$ cat config.mk
export PLATFORM = sky130hd
export DESIGN_NAME = spi_display_command_decoder
export DESIGN_NICKNAME = d
export VERILOG_FILES = /design/src/sv/sdcd_pkg.sv /design/src/sv/sdcd_decode.sv /design/src/sv/spi_display_command_decoder.sv
export SDC_FILE = /design/constraint.sdc
export NUM_CORES = 1
export LEC_CHECK = 0
export ABC_AREA = 1
export ABC_CLOCK_PERIOD_IN_PS = 2550
export BUFFER_PORTS_ARGS = -buffer_cell sky130_fd_sc_hd__buf_2
export CORE_MARGIN = 3
export CORE_UTILIZATION = 55
export DETAILED_ROUTE_END_ITERATION = 8
export PLACE_DENSITY = 0.78
export RECOVER_POWER = 50
export REMOVE_ABC_BUFFERS = 1
export SYNTH_ARGS = -nofsm -noshare
export SYNTH_HDL_FRONTEND = slang
export SYNTH_SLANG_ARGS = --single-unit
$ cat constraint.sdc
create_clock -name clk -period 2.55 [get_ports clk]
set_input_delay 0.1275 -clock clk [delete_from_list [all_inputs] [get_ports clk]]
set_output_delay 0.1275 -clock clk [all_outputs]
set_load 0.01 [all_outputs]
$ cat src/sv/sdcd_pkg.sv
// ----------------------------------------------------------------------------
// sdcd_pkg
// Types, codes and constants shared by the display command decoder.
// ----------------------------------------------------------------------------
package sdcd_pkg;

  localparam int FRAME_BYTES_DEF = 162;

  typedef enum logic {
    FUNC_RX  = 1'b0,
    FUNC_ACK = 1'b1
  } sdcd_func_t;

  typedef enum logic [1:0] {
    KIND_INIT     = 2'd0,
    KIND_FRAME    = 2'd1,
    KIND_CONTRAST = 2'd2
  } sdcd_kind_t;

  typedef enum logic [7:0] {
    CODE_READ     = 8'h00,
    CODE_BUTTONS  = 8'h01,
    CODE_ENCODER  = 8'h02,
    CODE_FRAME    = 8'h03,
    CODE_BUZZER   = 8'h04,
    CODE_CONTRAST = 8'h05,
    CODE_INIT     = 8'hFE
  } sdcd_code_t;

  typedef struct packed {
    logic        func;
    logic [7:0]  rx_byte;
    logic        select_pressed;
    logic        pause_pressed;
    logic [15:0] encoder_count;
  } sdcd_in_t;

  typedef struct packed {
    logic       reply_valid;
    logic [7:0] reply_byte;
    logic       clear_encoder;
    logic       buf_write;
    logic [7:0] buf_addr;
    logic [7:0] buf_data;
    logic       command_ready;
    logic [1:0] command_kind;
    logic       buzzer_pending;
    logic       payload_active;
  } sdcd_out_t;

  typedef struct packed {
    sdcd_kind_t latched_command;
    logic [7:0] write_position;
    logic [7:0] bytes_remaining;
    logic       ready_flag;
    logic       buzzer_flag;
  } sdcd_state_t;

endpackage

$ cat src/sv/sdcd_decode.sv
// ----------------------------------------------------------------------------
// sdcd_decode
// Command/payload decode with the protocol state registers.
// ----------------------------------------------------------------------------
module sdcd_decode
  import sdcd_pkg::*;
#(
  parameter int FRAME_BYTES = FRAME_BYTES_DEF
) (
  input  logic      clk,
  input  logic      rst,
  input  logic      step,
  input  sdcd_in_t  item,
  output sdcd_out_t result
);

  // payload counter is 8 bits, so a frame length saturates
  localparam int FRAME_LEN = (FRAME_BYTES > 255) ? 255 : FRAME_BYTES;

  sdcd_state_t state;
  sdcd_state_t state_next;

  always_ff @(posedge clk) begin
    if (rst) begin
      state <= '{latched_command: KIND_INIT, write_position: '0,
                 bytes_remaining: '0, ready_flag: 1'b0, buzzer_flag: 1'b0};
    end else if (step) begin
      state <= state_next;
    end
  end

  always_comb begin
    state_next = state;
    result     = '0;
    if (sdcd_func_t'(item.func) == FUNC_ACK) begin
      state_next.ready_flag = 1'b0;
      if (state.latched_command == KIND_FRAME) begin
        state_next.buzzer_flag = 1'b0;
      end
    end else if (state.bytes_remaining != 8'd0) begin
      result.buf_write = 1'b1;
      result.buf_addr  = state.write_position;
      result.buf_data  = item.rx_byte;
      state_next.write_position  = state.write_position + 8'd1;
      state_next.bytes_remaining = state.bytes_remaining - 8'd1;
      if (state.bytes_remaining == 8'd1) begin
        state_next.ready_flag = 1'b1;
      end
    end else begin
      case (item.rx_byte)
        CODE_BUTTONS: begin
          result.reply_valid = 1'b1;
          result.reply_byte  = {6'd0, item.pause_pressed, item.select_pressed};
        end
        CODE_ENCODER: begin
          result.reply_valid   = 1'b1;
          result.reply_byte    = item.encoder_count[7:0];
          result.clear_encoder = 1'b1;
        end
        CODE_FRAME: begin
          state_next.latched_command = KIND_FRAME;
          state_next.bytes_remaining = 8'(FRAME_LEN);
          state_next.write_position  = 8'd0;
        end
        CODE_BUZZER: begin
          state_next.buzzer_flag = 1'b1;
        end
        CODE_CONTRAST: begin
          state_next.latched_command = KIND_CONTRAST;
          state_next.bytes_remaining = 8'd1;
          state_next.write_position  = 8'd0;
        end
        CODE_INIT: begin
          state_next.latched_command = KIND_INIT;
          state_next.ready_flag      = 1'b1;
        end
        default: begin
          // read dummy and unknown codes leave everything alone
        end
      endcase
    end
    result.command_ready  = state_next.ready_flag;
    result.command_kind   = state_next.latched_command;
    result.buzzer_pending = state_next.buzzer_flag;
    result.payload_active = (state_next.bytes_remaining != 8'd0);
  end

endmodule

$ cat src/sv/spi_display_command_decoder.sv
// ----------------------------------------------------------------------------
// spi_display_command_decoder
// Slave-side byte command decoder for an SPI display adapter.
// ----------------------------------------------------------------------------
//  channel | valid     | stall     | payload
//  request | req_valid | req_stall | req (sdcd_in_t)
//  result  | rsp_valid | rsp_stall | rsp (sdcd_out_t)
//
// One request per cycle sustained while the result is not stalled; a request
// passes the input register, then is decoded into the result register.
// Protocol state advances as a request moves into the result register.
// rst is synchronous; it empties both registers and clears the state.
// A stalled result holds; the input register still takes one more request.
module spi_display_command_decoder
  import sdcd_pkg::*;
#(
  parameter int FRAME_BYTES = FRAME_BYTES_DEF
) (
  input  logic      clk,
  input  logic      rst,
  input  logic      req_valid,
  output logic      req_stall,
  input  sdcd_in_t  req,
  output logic      rsp_valid,
  input  logic      rsp_stall,
  output sdcd_out_t rsp
);

  logic      hold_valid;
  sdcd_in_t  hold;
  sdcd_out_t result;
  logic      load;
  logic      advance;

  assign load      = !rsp_valid || !rsp_stall;
  assign advance   = hold_valid && load;
  assign req_stall = hold_valid && !load;

  always_ff @(posedge clk) begin
    if (rst) begin
      hold_valid <= 1'b0;
      rsp_valid  <= 1'b0;
    end else begin
      if (!req_stall) begin
        hold_valid <= req_valid;
      end
      if (load) begin
        rsp_valid <= hold_valid;
      end
    end
  end

  always_ff @(posedge clk) begin
    if (req_valid && !req_stall) begin
      hold <= req;
    end
    if (advance) begin
      rsp <= result;
    end
  end

  sdcd_decode #(
    .FRAME_BYTES (FRAME_BYTES)
  ) u_decode (
    .clk    (clk),
    .rst    (rst),
    .step   (advance),
    .item   (hold),
    .result (result)
  );

endmodule

==> reports/results.ini, run 1 <==
[global_route]
grt_max_degree=43
first_global_vias=2385
overflow=0
grt_antenna_before_repair=0
grt_usage_pct=19.5
grt_pass1_wl_um=10800

[timing]
worst_pin_slew_ns=0.962
finalClockSkew_ns=0.00721
finalMaxSlewViolations=0
fin_crit_sh_pct=83.7
layout_min_cycle_time_ns=2.13
slew_headroom_pct=35.9
finalHoldViolations=0
timing.fmax_ghz=0.469
rsz0062_at_grt=no
timing.final.setup_violations=0

[place]
hpwl_um=4170
globalplace.congestion=0.860
port_buffers=56
place_area_um2=3620

[routing]
wire_per_inst_um=12.9
totalWireLength_um=6530
vias=2529
drc=0
final_antenna_net_count=0
drtIter0Drc=112
viasPerCell=4.99
firstDrtPassIters=4

[layout]
layout-drive-gt1-share_pct=10.8
syn_to_final_growth_pct=19.6
layout.nets=466
final_area_um2=3920
antenna_cells=0

[setup_path]
ff2ff_path_depth=6
r2r-start=rsp_valid$_SDFFE_PP0N_
crit_slowest_cell=clkbuf_2
cp_top_family=buffers and inverters
crit_path_max_fanout=42
criticalPathCategory=register to register
slowest_delay_ns=0.81
startpoint_type=register
required_ns=2.83
path_cells=nand2_1, inv_1, nor2_1, clkbuf_2, o21ai_0, a21oi_1
regToRegSetupSlack_ns=0.42
rr_endpoint=u_decode.state[2]$_SDFFE_PP0P_
arrival_ns=2.41
cp_num_buf_inv=2
end_kind=register

[hold_path]
holdPathStages=3
min_from=req_valid
hp-class=input pin to register
worstHoldEndpoint=hold_valid$_SDFFE_PP0N_

[clock_tree]
cts_made_buffers=9
clk_latency_ns=0.34
cts-root-buf=clkbuf_8
htreeDepth=3
cts_tree=built
clockBufferDepth=2
cts.repair.resized=0
cts_sinks=73
clk_pin_slew_ns=0.07

[floorplan]
num_rows=27
boundaryPins=65
dieArea_um2=6920
start_util_pct=58.0
coreArea_um2=5640
die_h_um=83.2
fp.dieW_um=83.2

[synthesis]
ys_seq_elements=73
syn_inst=350
synth_async_sr_flop_share_pct=0
synth.distinct_cells=30
seq_area_frac_synth_pct=60.2
syn_area_per_cell_um2=9.36
syn_area_um2=3270
yosys_warnings=0
synth-edff-count=51
synth_ff_type=edfxtp_1

[power]
leakage_nw=1.67
powerDensity_nw_per_um2=632
power_mw=2.48
vdd_drop_max_v=0.000346

[job]
drv_cap=0

[run_status]
status=complete, no violations

-- cell usage in the layout, fill, tap and decap left out --
cell           instances
nand2_1               69
inv_1                 60
edfxtp_1              51
nor2_1                50
clkbuf_1              36
dfxtp_1               22
buf_2                 20
dlygate4sd3_1         19
nand3_1               18
a21oi_1               17
o21ai_0               14
clkbuf_8               9
nand4_1                7
xor2_1                 5
nor3_1                 4
ha_1                   4
nor2_4                 3
nand3_2                3
clkinv_1               3
o21ai_1                3
nand2_2                2
nand2_4                2
clkinv_2               2
clkinvlp_4             2
o31ai_1                1
o21bai_1               1
nand3b_1               1
nor3_4                 1
nor4_1                 1
a31oi_1                1
o211ai_1               1
clkinv_4               1
buf_4                  1
clkbuf_2               1
-- where the power goes --
group	switching [mW]	internal [mW]	leakage [nW]
Sequential	0.0340	1.33	0.670
Clock	0.419	0.340	0.0762
Combinational	0.226	0.122	0.928
Total	0.679	1.80	1.67
-- layer usage --
metal | part of all wire [%] | global-route usage, %
met5 | 0 | 0
met4 | 1.9 | 8.02
met3 | 5.4 | 5.56
met2 | 50 | 33.3
met1 | 42 | 23.1
-- timing repair --
action / 4_1_cts / 5_1_grt
setup buffers: 0 / 0
hold endpoints to repair: 19 / 0
hold buffers: 19 / 0
-- stage by stage --
step / setup TNS [ns] / std cells / setup WS, ns / utilization, % / hold WS, ns
finish: 0 / 507 / 0.416 / 69.4 / 0.0777
global route: 0 / 507 / 0.187 / 69.4 / 0.0898
CTS: 0 / 507 / 0.579 / 70.4 / 0.0489
detailed placement: 0 / 473 / 0.599 / 64.2 / 0.306
global placement: 0 / 473 / 0.638 / 64.2 / 0.304
floorplan: -0.0594 / 343 / -0.0594 / - / 0.197
-- how the worst max path moves through the flow --
| stage | cells past startpoint | slack (ns) | to | startpoint |
|---|---|---|---|---|
| floorplan | 8 | -0.06 | u_decode.state[17]$_SDFFE_PP0P_ | rsp_valid$_SDFFE_PP0N_ |
| global placement | 10 | 0.64 | rsp[0]$_DFFE_PP_ | u_decode.state[2]$_SDFFE_PP0P_ |
| detailed placement | 10 | 0.60 | rsp[0]$_DFFE_PP_ | u_decode.state[2]$_SDFFE_PP0P_ |
| CTS | 11 | 0.58 | rsp[0]$_DFFE_PP_ | u_decode.state[2]$_SDFFE_PP0P_ |
| global route | 6 | 0.19 | u_decode.state[2]$_SDFFE_PP0P_ | rsp_valid$_SDFFE_PP0N_ |
| finish | 6 | 0.42 | u_decode.state[2]$_SDFFE_PP0P_ | rsp_valid$_SDFFE_PP0N_ |
-- registers in the layout, summed over array words and instances, names as in the netlist --
| name | cells |
|---|---|
| u_decode.state | 20 |
| hold_valid | 1 |
| rsp_valid | 1 |
| hold | 19 |
| rsp | 32 |
-- tightest hold or removal path, stage by stage --
cell and delay [ns]:
buf_2 0.10, nand2_1 0.08, a21oi_1 0.07
-- area by class of cell --
| class | count | area, um2 |
|---|---|---|
| fillers | 440 | 1730 |
| flip-flops and latches | 73 | 1970 |
| clock buffers | 9 | 124 |
| inverters | 62 | 234 |
| well taps | 72 | 90.1 |
| repair buffers | 77 | 438 |
| multi-input cells | 208 | 1020 |
| clock inverters | 6 | 36.3 |
-- cells in the mapped netlist (4+ instances only) --
cell type,n,share of area (%)
nor3_1,4,0.61
nand4_1,7,1.3
ha_1,4,1.5
inv_1,60,6.9
edfxtp_1,51,47
nand3_1,18,2.8
dfxtp_1,22,13
o21ai_0,14,2.1
nand2_1,69,7.9
a21oi_1,17,2.6
xor2_1,5,1.3
nor2_1,49,5.6
-- cell families (layout without fill, tap and decap cells) --
group	Yosys count	in the layout	synth area share, %
AO/OA/AOI/OAI	38	38	6.08
XOR/XNOR	5	5	1.34
adder cells (fa/ha/maj)	4	4	1.53
buffers and inverters	69	154	8.48
flip-flops	73	73	60.2
AND/OR/NAND/NOR	161	161	22.4
(Power assumes the default switching activity.)
==> run 2, diff against run 1 <==
--- a/config.mk
+++ b/config.mk
@@ -6,12 +6,12 @@
 export NUM_CORES = 1
 export LEC_CHECK = 0
 export ABC_AREA = 1
-export ABC_CLOCK_PERIOD_IN_PS = 2550
+export ABC_CLOCK_PERIOD_IN_PS = 1850
 export BUFFER_PORTS_ARGS = -buffer_cell sky130_fd_sc_hd__buf_2
 export CORE_MARGIN = 3
-export CORE_UTILIZATION = 55
+export CORE_UTILIZATION = 49
 export DETAILED_ROUTE_END_ITERATION = 8
-export PLACE_DENSITY = 0.78
+export PLACE_DENSITY = 0.73
 export RECOVER_POWER = 50
 export REMOVE_ABC_BUFFERS = 1
 export SYNTH_ARGS = -nofsm -noshare
==> constraint.sdc (replaced) <==
create_clock -name clk -period 1.85 [get_ports clk]
set_input_delay 0.0925 -clock clk [delete_from_list [all_inputs] [get_ports clk]]
set_output_delay 0.0925 -clock clk [all_outputs]
set_load 0.01 [all_outputs]
==> run 2 against run 1 <==
Effect of this change: critical path depth up 4; die area up 11%; worst setup slack worse by 0.29 ns; cell area up 3.9%; utilization down 6.1 points; non-clock buffer count up 12; sequential cell count unchanged; fmax up 24%; first-iteration DRC count up 46%; register-to-register slack worse by 0.29 ns; total power up 46%; critical endpoint is now rsp[0]$_DFFE_PP_; sequential share of layout area down 1.8 points.
==> reports/results.ini, run 2 (synthesized netlist as in run 1, its figures left out) <==
[power]
power_mw=3.60  ; +46%
powerDensity_nw_per_um2=886  ; +40%
leakage_nw=1.74  ; +4.3%
vdd_drop_max_v=0.000536  ; +55%

[timing]
finalHoldViolations=0  ; unchanged
timing.final.setup_violations=0  ; unchanged
worst_pin_slew_ns=0.596  ; -0.365 ns
final.setup.tns_ns=0  ; unchanged
fin_crit_sh_pct=93.3  ; +9.6 points
layout_min_cycle_time_ns=1.73  ; -0.408 ns
slew_headroom_pct=60.2  ; +24 points
fin_hold_ws_ns=0.0533  ; -0.0244 ns
finalClockSkew_ns=0.00621  ; -0.000996 ns
finalMaxSlewViolations=0  ; unchanged
timing.fmax_ghz=0.579  ; +24%

[clock_tree]
cts_tree=built
clockBufferDepth=2  ; unchanged
cts_sinks=73  ; unchanged
cts-root-buf=clkbuf_8
htreeDepth=3  ; unchanged
clk_pin_slew_ns=0.07  ; about the same
clk_latency_ns=0.34  ; about the same
cts_made_buffers=9  ; unchanged

[hold_path]
worstHoldEndpoint=hold_valid$_SDFFE_PP0N_
hp-class=input pin to register
min_from=req_valid
holdPathStages=3  ; unchanged

[layout]
layout_commonest_cell=nand2_1
layout.nets=478  ; +2.6%
syn_to_final_growth_pct=24.2
largest_reg_flops=32  ; unchanged
layout-drive-gt1-share_pct=15.9  ; +5.1 points
antenna_cells=0  ; unchanged
final_cell_mix=68 x nand2_1, 59 x inv_1, 51 x edfxtp_1
top_regs=rsp: 32 flops, u_decode.state: 20 flops, hold: 19 flops
top_register=rsp
fin_cells=524  ; +3.4%

[global_route]
grt_pass1_wl_um=11200  ; +4.5%
first_global_vias=2546  ; +6.8%
grt_max_degree=24  ; -44%
grt_antenna_before_repair=0  ; unchanged
grt_usage_pct=18.9  ; -0.66 points
overflow=0  ; unchanged

[floorplan]
die_h_um=87.7  ; +5.5%
start_util_pct=51.0  ; -7.1 points
dieArea_um2=7700  ; +11%
num_rows=29  ; +7.4%
coreArea_um2=6420  ; +14%
boundaryPins=65  ; unchanged
fp.dieW_um=87.7  ; +5.5%

[setup_path]
crit_path_max_fanout=4  ; -90%
ff2ff_path_depth=10  ; +4
r2r-start=hold[21]$_DFFE_PP_
criticalPathCategory=register to register
path_cells=inv_1, nand2_1, nor2_2, nand2_1, nand3_2, nand2_1, nand2_1, nand3_1, nor2_2, nand2_1
rr_endpoint=rsp[0]$_DFFE_PP_
startpoint_type=register
required_ns=1.95  ; -0.88 ns
cp_common_cell=nand2_1
arrival_ns=1.83  ; -0.58 ns
regToRegSetupSlack_ns=0.12  ; -0.29 ns
crit_slowest_cell=edfxtp_1
slowest_delay_ns=0.47  ; -0.34 ns
end_kind=register

[place]
port_buffers=56  ; unchanged
hpwl_um=4660  ; +12%
globalplace.congestion=0.859  ; about the same
place_inst=487  ; +3.0%

[routing]
drc=0  ; unchanged
totalWireLength_um=6780  ; +3.9%
vias=2637  ; +4.3%
firstDrtPassIters=5  ; +1
drtIter0Drc=164  ; +46%
viasPerCell=5.03  ; +0.89%
final_antenna_net_count=0  ; unchanged
wire_per_inst_um=12.9  ; +0.54%

[run_status]
status=complete, no violations

[job]
drv_cap=0  ; unchanged

==> run 2: cell types whose count changed in the layout (fill, tap and decap cells not counted), sizes merged <==
cell	previous run	this run
bufinv	0	1
clkbuf	46	48
inv	60	61
clkinvlp	2	1
clkinv	6	4
buf	21	32
==> run 2: metrics by stage <==
stage                     utilization [%]  worst slack [ns]  instance area [um2]
after floorplan                         -            -0.759                 3230
after global placement               57.5            0.0700                 3690
after detailed placement             57.5            0.0392                 3690
after CTS                            63.4            0.0265                 4070
after global routing                 63.3          -0.00453                 4070
final                                63.3             0.124                 4070
==> run 2: worst max path at each step <==
stage	slack, ns	end	cells past startpoint	start
finish	0.12	rsp[0]$_DFFE_PP_	10	hold[21]$_DFFE_PP_
global route	-0.005	rsp[0]$_DFFE_PP_	10	hold[21]$_DFFE_PP_
CTS	0.03	rsp[0]$_DFFE_PP_	10	u_decode.state[2]$_SDFFE_PP0P_
detailed placement	0.04	rsp[0]$_DFFE_PP_	10	u_decode.state[2]$_SDFFE_PP0P_
global placement	0.07	rsp[0]$_DFFE_PP_	10	u_decode.state[2]$_SDFFE_PP0P_
floorplan	-0.76	u_decode.state[17]$_SDFFE_PP0P_	8	rsp_valid$_SDFFE_PP0N_
==> run 2: layout make-up <==
class	count	area (um2)
clock buffer	10	128
clock inverter	5	56.3
fill	540	2350
inverter	62	234
multi-input combinational	208	1060
sequential	73	1970
tap	77	96.3
timing repair buffer	89	522
==> run 2: worst max-delay path, delay by kind of cell (launching register included) <==
family,cells,cell delay (ns)
flip-flops,1,0.47
AND/OR/NAND/NOR,9,0.91
buffers and inverters,1,0.12
==> run 2: per-layer routing <==
metal | wire, um | GRT usage (%) | up-vias
met3 | 399 | 4.70 | 14
met4 | 106 | 8.37 | 0
met1 | 2920 | 22.6 | 1211
met2 | 3360 | 32.1 | 91
li1 | - | - | 1321
met5 | 0 | 0 | -
==> run 2: where the power goes <==
| part | switching (mW) | internal, mW | leakage [nW] |
|---|---|---|---|
| Combinational | 0.336 | 0.196 | 0.982 |
| Sequential | 0.0436 | 1.84 | 0.671 |
| Clock | 0.573 | 0.616 | 0.0925 |
| Total | 0.953 | 2.65 | 1.74 |
==> run 2: timing repair <==
item,in CTS,in global routing
endpoints found under the setup margin,0,8
gates resized for setup,0,12
hold buffers,19,0
setup buffers,0,3
endpoints found under the hold margin,19,0
==> run 3, diff against run 2 <==
--- a/config.mk
+++ b/config.mk
@@ -8,6 +8,7 @@
 export ABC_AREA = 1
 export ABC_CLOCK_PERIOD_IN_PS = 1850
 export BUFFER_PORTS_ARGS = -buffer_cell sky130_fd_sc_hd__buf_2
+export CORE_ASPECT_RATIO = 1.2
 export CORE_MARGIN = 3
 export CORE_UTILIZATION = 49
 export DETAILED_ROUTE_END_ITERATION = 8
==> run 3 against run 2 <==
Effect of this change: worst hold slack worse by 0.017 ns; fmax fell by 0.26%; worst setup slack got worse by 0.0045 ns; non-clock buffer count up 4; utilization is 0.14 points lower; count of clock-buffer cells in the layout unchanged; first-iteration DRC count shrank 14%; final cell count increased by 2.5%; via count fell by 3.2%; critical path depth up 1; clock power down 9%; largest power group unchanged; highest routed layer unchanged.
==> reports/results.ini, run 3 (synthesized netlist as in run 1, its figures left out) <==
[global_route]
first_global_vias=2499  ; -1.8%
grt_max_degree=34  ; +42%
grt_usage_pct=19.3  ; +0.37 points
overflow=0  ; unchanged
grt_pass1_wl_um=11000  ; -2.1%
grt_antenna_before_repair=0  ; unchanged

[setup_path]
cp_top_family=simple AND/OR/NAND/NOR gates
cp_common_cell=inv_1
end_kind=register
crit_slowest_cell=dfxtp_1
slowest_delay_ns=0.34  ; -0.13 ns
criticalPathCategory=register to register
r2r-start=u_decode.state[3]$_SDFFE_PP0P_
path_cells=inv_1, ha_1, nand2_2, inv_1, nand2_4, nand3_1, o21ai_1, inv_1, nand3b_1, nor2_1, nand2_1
arrival_ns=1.82  ; about the same
rr_endpoint=rsp[0]$_DFFE_PP_
startpoint_type=register
regToRegSetupSlack_ns=0.12  ; about the same
ff2ff_path_depth=11  ; +1
crit_path_max_fanout=9  ; +5
cp_num_buf_inv=3  ; +2
required_ns=1.94  ; about the same

[place]
port_buffers=56  ; unchanged
pre_cts_slack_ns=0.00247  ; -0.0368 ns
hpwl_um=4560  ; -2.1%
globalplace.congestion=0.858  ; -0.15%
place_area_um2=3750  ; +1.5%
place_inst=501  ; +2.9%

[routing]
viasPerCell=4.75  ; -5.6%
totalWireLength_um=6580  ; -3.0%
drc=0  ; unchanged
drtIter0Drc=141  ; -14%
final_antenna_net_count=0  ; unchanged
wire_per_inst_um=12.2  ; -5.4%
vias=2552  ; -3.2%
firstDrtPassIters=4  ; -1

[timing]
fin_crit_sh_pct=93.5  ; +0.24 points
worst_pin_slew_ns=0.528  ; -0.0685 ns
fin_ws_ns=0.120  ; -0.00449 ns
fin_hold_ws_ns=0.0366  ; -0.0167 ns
slew_headroom_pct=64.8  ; +4.5 points
timing.fmax_ghz=0.578  ; -0.26%
finalClockSkew_ns=0.0134  ; +0.00717 ns
final.setup.tns_ns=0  ; unchanged
layout_min_cycle_time_ns=1.73  ; +0.00449 ns
timing.final.setup_violations=0  ; unchanged
finalMaxSlewViolations=0  ; unchanged
finalHoldViolations=0  ; unchanged
rsz0062_at_grt=no

[layout]
antenna_cells=0  ; unchanged
layout.nets=482  ; +0.84%
syn_to_final_growth_pct=24.4
fin_util_pct=63.2  ; -0.14 points
top_regs=rsp: 32 flops, u_decode.state: 20 flops, hold: 19 flops
ff_latch_area_um2=1970  ; -0.13%
layout_commonest_cell=nand2_1
layout-drive-gt1-share_pct=15.3  ; -0.62 points
final_area_um2=4070  ; +0.15%
fin_cells=537  ; +2.5%
multi_input_area_um2=1030  ; -2.1%
final_cell_mix=68 x nand2_1, 58 x inv_1, 51 x edfxtp_1
final.fill_count=562  ; +4.1%
largest_reg_flops=32  ; unchanged
top_register=rsp

[clock_tree]
cts-root-buf=clkbuf_8
cts_sinks=73  ; unchanged
clk_latency_ns=0.35  ; about the same
clockBufferDepth=2  ; unchanged
htreeDepth=3  ; unchanged
clk_pin_slew_ns=0.07  ; about the same
cts_tree=built
cts_made_buffers=9  ; unchanged

[floorplan]
fp.dieW_um=80.6  ; -8.1%
boundaryPins=65  ; unchanged
num_rows=32  ; +10%
start_util_pct=50.8  ; -0.19 points
dieArea_um2=7700  ; about the same
die_h_um=95.6  ; +8.9%
coreArea_um2=6450  ; +0.37%

[hold_path]
hp-class=input pin to register
min_from=req_valid
holdPathStages=3  ; unchanged
worstHoldEndpoint=hold_valid$_SDFFE_PP0N_

[power]
power_mw=3.49  ; -3.2%
vdd_drop_max_v=0.000615  ; +15%
leakage_nw=1.76  ; +0.95%
powerDensity_nw_per_um2=856  ; -3.3%

[run_status]
status=complete, no violations

[job]
drv_cap=0  ; unchanged

==> run 3: layout make-up <==
type | count | area share, %
multi-input combinational | 208 | 25.4
clock buffer | 10 | 3.13
tap | 85 | 2.61
clock inverter | 6 | 1.04
sequential | 73 | 48.4
timing repair buffer | 93 | 13.7
inverter | 62 | 5.74
==> run 3: worst min-delay path, cell delays in order <==
cell     delay, ns
buf_2         0.09
nand2_1       0.07
a21oi_1       0.07
==> run 3: where the power goes <==
part,switching (mW),internal [mW]
Combinational,0.331,0.205
Clock,0.586,0.489
Sequential,0.0401,1.84
Total,0.958,2.53
==> run 3: worst max-delay path by stage <==
stage,slack (ns),startpoint,cells past startpoint,to
3_5_place_dp,0.002,u_decode.state[2]$_SDFFE_PP0P_,11,rsp[0]$_DFFE_PP_
6_report,0.12,u_decode.state[3]$_SDFFE_PP0P_,11,rsp[0]$_DFFE_PP_
4_1_cts,0.04,u_decode.state[2]$_SDFFE_PP0P_,11,rsp[0]$_DFFE_PP_
2_1_floorplan,-0.76,rsp_valid$_SDFFE_PP0N_,8,u_decode.state[17]$_SDFFE_PP0P_
3_3_place_gp,0.06,u_decode.state[2]$_SDFFE_PP0P_,11,rsp[0]$_DFFE_PP_
5_1_grt,0.01,u_decode.state[3]$_SDFFE_PP0P_,10,rsp[0]$_DFFE_PP_
==> run 3: repair_timing <==
action,in CTS,in global routing
hold buffers,19,0
pin swaps,0,1
gates resized for setup,1,5
endpoints found under the setup margin,1,5
setup buffers,0,1
endpoints found under the hold margin,19,0
==> run 3: metal layers <==
layer	vias to the layer above	global-route usage (%)	routed length [um]
met2	70	33.6	3350
met5	-	0	0
met1	1135	21.7	2720
met3	17	4.16	341
met4	0	10.7	162
li1	1330	-	-
